==> src/rtl/table_driven_fsm_engine_macros.svh <==
// Assertion macros shared by the engine's RTL files.
// Depends on nothing; files that assert include it by name.
`ifndef TABLE_DRIVEN_FSM_ENGINE_MACROS_SVH
`define TABLE_DRIVEN_FSM_ENGINE_MACROS_SVH
`ifndef SYNTHESIS
`define TFE_ASSERT_IMP(lbl, clk, rst_n, ante, cons) \
	lbl: assert property (@(posedge clk) disable iff (!rst_n) (ante) |-> (cons)) \
		else $error("tfe: property violated");
`define TFE_ASSERT_NXT(lbl, clk, rst_n, ante, cons) \
	lbl: assert property (@(posedge clk) disable iff (!rst_n) (ante) |=> (cons)) \
		else $error("tfe: property violated");
`else
`define TFE_ASSERT_IMP(lbl, clk, rst_n, ante, cons)
`define TFE_ASSERT_NXT(lbl, clk, rst_n, ante, cons)
`endif
`endif

==> src/rtl/tfe_ram.sv <==
// Generic single write port, single read port RAM with registered read.
// Depends on nothing.
module tfe_ram #(
	parameter int WIDTH = 8,
	parameter int DEPTH = 16
) (
	input  logic                                         clk,
	input  logic                                         we,
	input  logic [((DEPTH > 1) ? $clog2(DEPTH) : 1)-1:0] waddr,
	input  logic [WIDTH-1:0]                             wdata,
	input  logic [((DEPTH > 1) ? $clog2(DEPTH) : 1)-1:0] raddr,
	output logic [WIDTH-1:0]                             rdata
);
	logic [WIDTH-1:0] mem [DEPTH];

	always_ff @(posedge clk) begin
		if (we) begin
			mem[waddr] <= wdata;
		end
		rdata <= mem[raddr];
	end
endmodule

==> config.mk <==
export PLATFORM = sky130hd
export DESIGN_NAME = tfe_ram
export DESIGN_NICKNAME = d
export VERILOG_FILES = /design/src/rtl/table_driven_fsm_engine_macros.svh /design/src/rtl/tfe_ram.sv
export SDC_FILE = /design/constraint.sdc
export NUM_CORES = 1
export LEC_CHECK = 0
export BUFFER_PORTS_ARGS = -buffer_cell sky130_fd_sc_hd__buf_2
export CAP_MARGIN = 15
export CORE_MARGIN = 8
export CORE_UTILIZATION = 35
export DETAILED_ROUTE_END_ITERATION = 10
export GPL_TIMING_DRIVEN = 0
export PLACE_DENSITY = 0.49
export SETUP_SLACK_MARGIN = 0.1
export SLEW_MARGIN = 0
export SYNTH_ARGS = -nofsm -noshare
export SYNTH_HDL_FRONTEND = slang
export SYNTH_SLANG_ARGS = --single-unit
==> constraint.sdc <==
create_clock -name clk -period 1.65 [get_ports clk]
set_clock_uncertainty 0.1 [all_clocks]
set_input_delay 0.165 -clock clk [delete_from_list [all_inputs] [get_ports clk]]
set_output_delay 0.165 -clock clk [all_outputs]
set_load 0.005 [all_outputs]
==> results.cfg <==
[clock_network]
insertion_delay_ns = 0.41
cts-root-buf = clkbuf_16
cts.clk_slew.worst_paths_ns = 0.05
cts_tree = yes
cts_buffers = 17
post-cts-setup-buffer-count = 0
htree_levels = 4
hold_buffers = 0
ctsLongestPathBuffers = 2
clock-sinks = 136

[final_layout]
insertedDiodeCount = 0
area_growth_pct = 17.9
multi_input_area_mm2 = 0.00109
fillCellCount = 1273
final-seq-area_mm2 = 0.00400
stdcell_count = 471
postLayoutCellArea_mm2 = 0.00607
drive_above_1_share_pct = 29.3
final_nets = 292
final_common_cell = edfxtp_1
final_cell_mix = 128 x edfxtp_1, 27 x buf_2, 18 x mux4_2, 17 x clkbuf_16, 14 x mux4_1

[global_routing]
grt_pass1_wl_um = 15700
grt_max_degree = 17
antenna_found_initial = 0
grt-ovfl-total = 0
grt_pass1_vias = 2475
track_usage_pct = 12.4

[route]
vias_per_cell = 5.01
drt_wl_total_um = 10800
drtAntennaViolNets = 0
vias = 2360
drcViolationCount = 0
dr.pass1.iters = 4
drt-initial-drc-count = 205
wl_per_cell_um = 22.9

[critical_path]
worstSetupStartpointType = primary input
critPathRequiredTime_ns = 1.58
crit_fanout = 8
r2r_slack_ns = 0.13
regToRegStartpoint = mem[3][4]$_DFFE_PP_
r2r-end = rdata[4]$_DFF_P_
reg2reg_depth = 3
crit_type = in2reg
startpoint = waddr[2]
cp-end-kind = flip-flop
worstPathArrival_ns = 1.52

[placed_design]
dp_slack_ns = -0.370
placed_cells = 439
placed_cell_area_mm2 = 0.00552
dp_hpwl_um = 6980
io_buffers = 24
place.gp.congestion = 0.708

[logic_synthesis]
avgSynthCellArea_um2 = 22.5
synthCells = 229
syn_area_mm2 = 0.00515
yosysSeqAreaShare_pct = 77.8
ys_types = 19
syn-num-nets = 247
yosysWarnings = 0
ys_ff_latch = 136

[timing]
hold_viol = 0
finalSetupViolCount = 0
worst_hold_slack_ns = 0.0465
slew_headroom_pct = 40.8
setup_ws_ns = 0.0628
tightestPinTransition_ns = 0.885
slew_viol_final = 0
rsz0062_at_grt = yes
post-route-period-util_pct = 96.2
fmax_mhz = 630
fin_crit_ns = 1.59

[power_and_ir_drop]
peakVddDrop_uv = 641
power_leakage_uw = 0.00201
cellPowerDensity_mw_per_mm2 = 1250
power_uw = 7590

[floorplan]
start_util_pct = 35.6
die-area_mm2 = 0.0188
dieWidth_um = 137
die_height_um = 137
ios = 26
core_area_mm2 = 0.0145
row_count = 44

[worst_hold_path]
hold_depth = 1
hold_class = in2reg
min_to = mem[14][6]$_DFFE_PP_
hp-start = wdata[6]

[job]
maxCapViolCount = 0

[run_status]
status = finished clean
[layer usage]
| metal | vias up | share of wire (%) | global-route usage (%) |
|---|---|---|---|
| met4 | 0 | 0.56 | 5.79 |
| met2 | 72 | 47 | 18.5 |
| met1 | 1223 | 45 | 16.0 |
| met3 | 4 | 7.8 | 4.38 |
| met5 | - | 0 | 0 |
| li1 | 1061 | - | - |
[kinds of logic (layout without fill, tap and decap cells)]
| logic type | count (synthesis) | count (layout) | synth area share, % |
|---|---|---|---|
| compound gates | 16 | 16 | 2.33 |
| mux | 32 | 32 | 15.0 |
| buf+inv | 10 | 68 | 1.68 |
| flops | 136 | 136 | 77.8 |
| simple gates | 35 | 35 | 3.18 |
[synthesized netlist by cell type, drive strengths merged]
cell type,count,area (um^2)
nand2b,2,12.5
clkdlybuf4s25,3,30.0
and2b,1,7.51
nand2,9,33.8
buf,7,56.3
nand3b,2,15.0
nor2b,1,6.26
or3b,1,8.76
edfxtp,128,3840
and2,1,6.26
mux4,32,773
nor3,4,20.0
nand3,1,5.00
nor2,13,48.8
dfxtp,8,160
a22oi,16,120
[through the flow]
stage / setup TNS [ns] / utilization [%]
after detailed placement: -17.37 / 38.1
after global routing: 0 / 41.9
after global placement: -28.71 / 38.0
after CTS: 0 / 41.8
after floorplan: 0 / -
final: 0 / 41.9
[state kept, by name, summed over array words and instances (netlist names)]
signal and flops:
rdata 8, mem 128
[worst max path at each step]
stage	end	slack [ns]	cells past startpoint
final	mem[2][3]$_DFFE_PP_	0.06	3
after detailed placement	mem[2][2]$_DFFE_PP_	-0.37	3
after floorplan	mem[3][0]$_DFFE_PP_	0.12	2
after CTS	mem[2][1]$_DFFE_PP_	0.07	3
after global routing	mem[1][3]$_DFFE_PP_	0.05	3
after global placement	mem[8][3]$_DFFE_PP_	-0.52	3
[area by class of cell]
| cell class | count | area share (%) |
|---|---|---|
| tap | 184 | 3.79 |
| buffer | 10 | 1.42 |
| sequential | 136 | 66.0 |
| multi-input combinational | 83 | 17.9 |
| clock buffer | 29 | 8.41 |
| timing repair buffer | 26 | 2.23 |
| clock inverter | 3 | 0.227 |
[what timing repair did]
item                                    in CTS  in global routing
pin swaps                                    0                  0
gates resized for setup                      1                  3
endpoints found under the setup margin      17                 27
[critical path, stage by stage]
cell and delay [ns]:
buf_2 0.11, or3b_2 0.54, nor2_1 0.70
[where the power goes]
group          total [uW]  switching (uW)  internal (uW)
sequential           3890            20.3           3870
clock                3330            1260           2070
combinational         381             224            157
total                7590            1500           6090
Power figures use the tool's default switching activity.
