--- config.mk ---
export PLATFORM = sky130hd
export DESIGN_NAME = tfe_ovr
export DESIGN_NICKNAME = d
export VERILOG_FILES = /design/src/rtl/tfe_pkg.sv /design/src/rtl/tfe_ovr.sv
export VERILOG_INCLUDE_DIRS = /design/src /design/src/rtl
export SDC_FILE = /design/constraint.sdc
export NUM_CORES = 1
export LEC_CHECK = 0
export ABC_CLOCK_PERIOD_IN_PS = 16230
export BUFFER_PORTS_ARGS = -buffer_cell sky130_fd_sc_hd__buf_2
export CAP_MARGIN = 20
export CORE_MARGIN = 2
export CORE_UTILIZATION = 40
export CTS_CLUSTER_DIAMETER = 30
export DETAILED_ROUTE_END_ITERATION = 7
export GPL_ROUTABILITY_DRIVEN = 0
export HOLD_SLACK_MARGIN = 0.02
export SYNTH_ARGS = -nofsm -noshare
export SYNTH_HDL_FRONTEND = slang
export SYNTH_SLANG_ARGS = --single-unit
--- constraint.sdc ---
create_clock -name clk -period 16.23 [get_ports clk]
set_input_delay 3.246 -clock clk [delete_from_list [all_inputs] [get_ports clk]]
set_output_delay 3.246 -clock clk [all_outputs]
set_load 0.005 [all_outputs]
--- src/rtl/table_driven_fsm_engine_macros.svh ---
// Assertion macros shared by the engine's RTL files.
// Depends on nothing; files that assert include it by name.
`ifndef TABLE_DRIVEN_FSM_ENGINE_MACROS_SVH
`define TABLE_DRIVEN_FSM_ENGINE_MACROS_SVH
`ifndef SYNTHESIS
`define TFE_ASSERT_IMP(lbl, clk, rst_n, ante, cons) \
	lbl: assert property (@(posedge clk) disable iff (!rst_n) (ante) |-> (cons)) \
		else $error("tfe: property violated");
`define TFE_ASSERT_NXT(lbl, clk, rst_n, ante, cons) \
	lbl: assert property (@(posedge clk) disable iff (!rst_n) (ante) |=> (cons)) \
		else $error("tfe: property violated");
`else
`define TFE_ASSERT_IMP(lbl, clk, rst_n, ante, cons)
`define TFE_ASSERT_NXT(lbl, clk, rst_n, ante, cons)
`endif
`endif

--- src/rtl/tfe_pkg.sv ---
// Types and codes of the table driven state machine engine.
// Used by tfe_ovr and the top level of the engine; depends on nothing.
package tfe_pkg;

	localparam logic [3:0] OP_ADD_STATE  = 4'd0;
	localparam logic [3:0] OP_SET_START  = 4'd1;
	localparam logic [3:0] OP_ADD_SIMPLE = 4'd2;
	localparam logic [3:0] OP_ADD_RANGE  = 4'd3;
	localparam logic [3:0] OP_ADD_TIMED  = 4'd4;
	localparam logic [3:0] OP_OVERRIDE   = 4'd5;
	localparam logic [3:0] OP_VALIDATE   = 4'd6;
	localparam logic [3:0] OP_DISARM     = 4'd7;
	localparam logic [3:0] OP_RESET      = 4'd8;
	localparam logic [3:0] OP_MOVE       = 4'd9;
	localparam logic [3:0] OP_PULSE      = 4'd10;
	localparam logic [3:0] OP_TICK       = 4'd11;
	localparam logic [3:0] OP_FORCE      = 4'd12;

	localparam logic [1:0] KIND_SIMPLE = 2'd0;
	localparam logic [1:0] KIND_RANGE  = 2'd1;
	localparam logic [1:0] KIND_TIMED  = 2'd2;
	localparam logic [1:0] KIND_UNUSED = 2'd3;

	localparam logic [1:0] CHK_OK          = 2'd0;
	localparam logic [1:0] CHK_BAD_START   = 2'd1;
	localparam logic [1:0] CHK_UNREACHABLE = 2'd2;
	localparam logic [1:0] CHK_OVERLAP     = 2'd3;

	localparam logic [15:0] ELAPSED_MAX = 16'hFFFF;

	typedef struct packed {
		logic [1:0]         kind;
		logic [7:0]         next;
		logic signed [15:0] low;
		logic signed [15:0] high;
		logic [15:0]        span;
	} slot_t;

	typedef struct packed {
		logic        wr;
		logic [7:0]  from_id;
		logic [7:0]  to_id;
		logic [15:0] dur;
	} ovr_req_t;

	typedef struct packed {
		logic        hit;
		logic        ok;
		logic [15:0] dur;
	} ovr_rsp_t;

endpackage

--- src/rtl/tfe_ovr.sv ---
// Timing override table: lookup by state pair, add, change and remove.
// Depends on tfe_pkg and the assertion macro header.
`include "table_driven_fsm_engine_macros.svh"
module tfe_ovr #(
	parameter int MAX_OVERRIDES = 16
) (
	input  logic              clk,
	input  logic              arst_n,
	input  tfe_pkg::ovr_req_t req,
	output tfe_pkg::ovr_rsp_t rsp
);
	localparam int OIW = (MAX_OVERRIDES > 1) ? $clog2(MAX_OVERRIDES) : 1;
	localparam int OCW = $clog2(MAX_OVERRIDES + 1);

	logic [7:0]     from_q [MAX_OVERRIDES];
	logic [7:0]     to_q [MAX_OVERRIDES];
	logic [15:0]    dur_q [MAX_OVERRIDES];
	logic [OCW-1:0] cnt_q;
	logic           hit;
	logic [OIW-1:0] hidx;
	logic           room;

	always_comb begin
		hit  = 1'b0;
		hidx = '0;
		for (int i = 0; i < MAX_OVERRIDES; i++) begin
			if (!hit && OCW'(i) < cnt_q && from_q[i] == req.from_id && to_q[i] == req.to_id) begin
				hit  = 1'b1;
				hidx = OIW'(i);
			end
		end
	end

	assign room    = cnt_q < OCW'(MAX_OVERRIDES);
	assign rsp.hit = hit;
	assign rsp.ok  = hit || room;
	assign rsp.dur = dur_q[hidx];

	always_ff @(posedge clk) begin
		if (req.wr) begin
			if (hit) begin
				if (req.dur == '0) begin
					for (int i = 0; i < MAX_OVERRIDES - 1; i++) begin
						if (i >= int'(hidx) && OCW'(i + 1) < cnt_q) begin
							from_q[i] <= from_q[i + 1];
							to_q[i]   <= to_q[i + 1];
							dur_q[i]  <= dur_q[i + 1];
						end
					end
				end else begin
					dur_q[hidx] <= req.dur;
				end
			end else if (room) begin
				from_q[cnt_q[OIW-1:0]] <= req.from_id;
				to_q[cnt_q[OIW-1:0]]   <= req.to_id;
				dur_q[cnt_q[OIW-1:0]]  <= req.dur;
			end
		end
	end

	always_ff @(posedge clk or negedge arst_n) begin
		if (!arst_n) begin
			cnt_q <= '0;
		end else if (req.wr) begin
			if (hit && req.dur == '0) begin
				cnt_q <= cnt_q - 1'b1;
			end else if (!hit && room) begin
				cnt_q <= cnt_q + 1'b1;
			end
		end
	end

	`TFE_ASSERT_IMP(a_ovr_cnt_max, clk, arst_n, 1'b1, cnt_q <= OCW'(MAX_OVERRIDES))
	`TFE_ASSERT_NXT(a_ovr_cnt_hold, clk, arst_n, !req.wr, $stable(cnt_q))
endmodule

==> out/metrics.csv <==
metric,value,unit
DRC viols,0,
CP max FO,62,
pwr/cell area,125.5,nW/um^2
die height,272.8,um
crit path capture type,output port,
Port-buffer cells,52,
hold_buf cts,0,
first-pass GRT wire length,137000,um
max_cap viols,0,
total power draw,4.228,mW
met1 GRT Util,34.18,%
Reg-to-Reg Start,cnt_q[1]$_DFFE_PN0P_,
ys flop type,edfxtp_1,
Layout Skew,0.03092,ns
syn_area_per_cell,13.00,sq um
CTS Buf Count,114,
synthesized area,28910,sq um
fraction of registers with async set/reset,0.9671,%
Comb power frac,9.4,%
top-area cell type share of the netlist area,53.19,%
drt initial violations,2275,
Mapped Cells,2224,
Max Root-Sink Buffers,3,
Post-Route WL,92010,um
Post-CTS Resized,0,
required time of the critical path,12.98,ns
"EDFF count, synth",512,
register bit total from synthesis,517,
Detail Route Antenna Nets,0,
Hold Fails Final Rpt,0,
r2r setup slk,9.58,ns
maximum vdd ir drop,87.76,uV
DR vias,20550,
CP startpoint kind,primary input,
met2 GRT Util,37.51,%
Reg power frac,36.7,%
Final Max Slew Viols,0,
Total Routing Usage GR,24.40,%
setup TNS,0,ns
clock share of power,54.0,%
clk_lat worst skew,0.68,ns
clock sinks,517,
crit path DAT,8.62,ns
Hold Crit Class,reg -> reg,
Ys Warns,0,
fmax,84.29,MHz
Std-Cell Rows,98,
vias in the first global route,20900,
switch share,26.20,%
"area leader, netlist",edfxtp_1,
area occupied by multi-input gates,12500,sq um
Fillers,6272,
NetSw,1.108,mW
layout cells sized above 1,26.90,%
DRT Pass-1 Iters,5,
post-synth net total,2264,
initial antenna violation count,3,
H-Tree Depth,3,
crit path launch,req[23],
clock-pin slew on the worst setup and hold paths,0.05,ns
"Setup Fix Bufs, Post-CTS",0,
clock root buffer,clkbuf_16,
I/O pins,53,
core area,71490,sq um
pre-CTS setup slack,4.461,ns
CTS tree,built,
nets,2302,
Pleak,11.38,nW
Slew @ Worst Pin,1.214,ns
Die W,272.8,um
"Setup violations, final",0,
FF+latch area,15500,sq um
sequential cell area fraction in the yosys report,53.62,%
Final Non-Filler Cells,3311,
pin count of the biggest net entering global routing,65,
hpwl dp,60090,um
initial cell density of the core,40.44,%
Hold Path Origin,dur_q[11][3]$_DFFE_PP_,
final period utilization,73.10,%
Inserted Diodes,0,
most used routing layer,met2,
Crit Path Category,in -> out,
Synth area leaders,"edfxtp_1, mux2_2, o2bb2ai_1",
drt wl/cell,27.79,um
Die ar.,74430,sq um
Congestion Overflow GR,0,
Pint,3.120,mW
met3 usage,4.648,%
dpl cells,3094,
Final WS setup,4.366,ns
Synth cell types,87,
minimum clock period,11.86,ns
status,completed,
Worst slew margin,19.06,%
RSZ-0062 raised after global routing,false,
Via-to-Cell Ratio,6.207,
P&R area growth vs syn,16.55,%
-- flip-flops by register name, summed over array words and instances, names as in the netlist --
signal	count
cnt_q	5
dur_q	256
from_q	128
to_q	128
-- metal layers --
layer	wire (um)	share of wire, %	vias to the layer above
li1	-	-	8860
met4	3066	3.3	6
met2	41070	45	1099
met1	39920	43	10370
met3	7916	8.6	215
met5	41	0.045	-
-- cell usage after synthesis (all sizes together) (5+ instances only) --
master,instances
and2,8
nand4b,6
dfrtp,5
clkbuf,50
o221ai,15
nand3,26
edfxtp,512
ha,5
nand2b,11
or3,7
buf,123
xnor2,147
mux2i,61
nor2b,7
o21ai,41
a21oi,16
o21bai,6
or4,9
o22ai,15
or4b,5
and4,5
a222oi,17
nor4b,11
xor2,116
o2bb2ai,241
nor3,20
nand4,61
mux2,292
nor3b,5
nand2,144
or3b,17
nor2,55
a21boi,15
or2,12
inv,14
and3,22
nor4,50
-- layout make-up --
cell class | instances | share of cell area (%)
Clock buffer | 120 | 8.660
Clock inverter | 95 | 2.752
Inverter | 14 | 0.1560
Multi-Input combinational cell | 1520 | 37.11
Sequential cell | 517 | 46.01
Tap cell | 950 | 3.528
Timing Repair Buffer | 95 | 1.786
-- power groups by stage --
stage	Sequential (mW)	Clock (mW)	Combinational, mW
floorplan	1.54	0	0.279
global placement	1.57	0	0.384
detailed placement	1.57	0	0.388
CTS	1.55	2.30	0.389
global route	1.55	2.37	0.419
finish	1.55	2.28	0.396
-- per-stage QoR --
| stage | utilization, % | instance area [sq um] | hold slack, ns |
|---|---|---|---|
| 3_3_place_gp | 41.69 | 29800 | 0.5299 |
| 3_5_place_dp | 41.71 | 29820 | 0.5344 |
| 5_1_grt | 47.13 | 33690 | 0.5523 |
| 4_1_cts | 47.09 | 33660 | 0.5356 |
| 2_1_floorplan | - | 28910 | 0.5206 |
| 6_report | 47.13 | 33690 | 0.5446 |
-- placed cells by master (no fill, tap or decap), types with 25 or more instances in the layout --
master,n
nor4_1,46
clkbuf_16,116
nor2_1,52
xnor2_1,147
buf_2,52
xor2_1,116
o21ai_0,26
nand2_1,140
mux2i_1,61
nand4_1,59
mux2_2,290
o2bb2ai_1,240
buf_4,40
nand3_1,25
edfxtp_1,512
-- final timing paths --
kind                                               end  depth (start not counted)
worst max-delay path                            rsp[5]                         12
worst min-delay path            dur_q[10][3]$_DFFE_PP_                          1
worst max register to register   dur_q[9][0]$_DFFE_PP_                         12
worst min register to register  dur_q[10][3]$_DFFE_PP_                          1
max in group asynchronous         cnt_q[1]$_DFFE_PN0P_                          1
min in group asynchronous         cnt_q[4]$_DFFE_PN0P_                          1
-- critical path, cell delays in order --
cell      delay (ns)
buf_2           0.78
xor2_1          0.19
or4b_1          0.54
nor2_1          0.13
nor4b_2         0.53
a311o_2         0.31
nand4_4         0.44
nand2_4         1.00
mux2_2          0.42
a222oi_1        0.40
or3b_1          0.40
buf_2           0.14
-- cells by family after synthesis --
logic type / share of synthesized area [%]
simple gates: 9.726
buf+inv: 3.363
compound gates: 11.60
fa+ha+maj: 0.2164
xor+xnor: 7.969
flops: 53.62
mux: 13.50
Power figures use the tool's default switching activity.
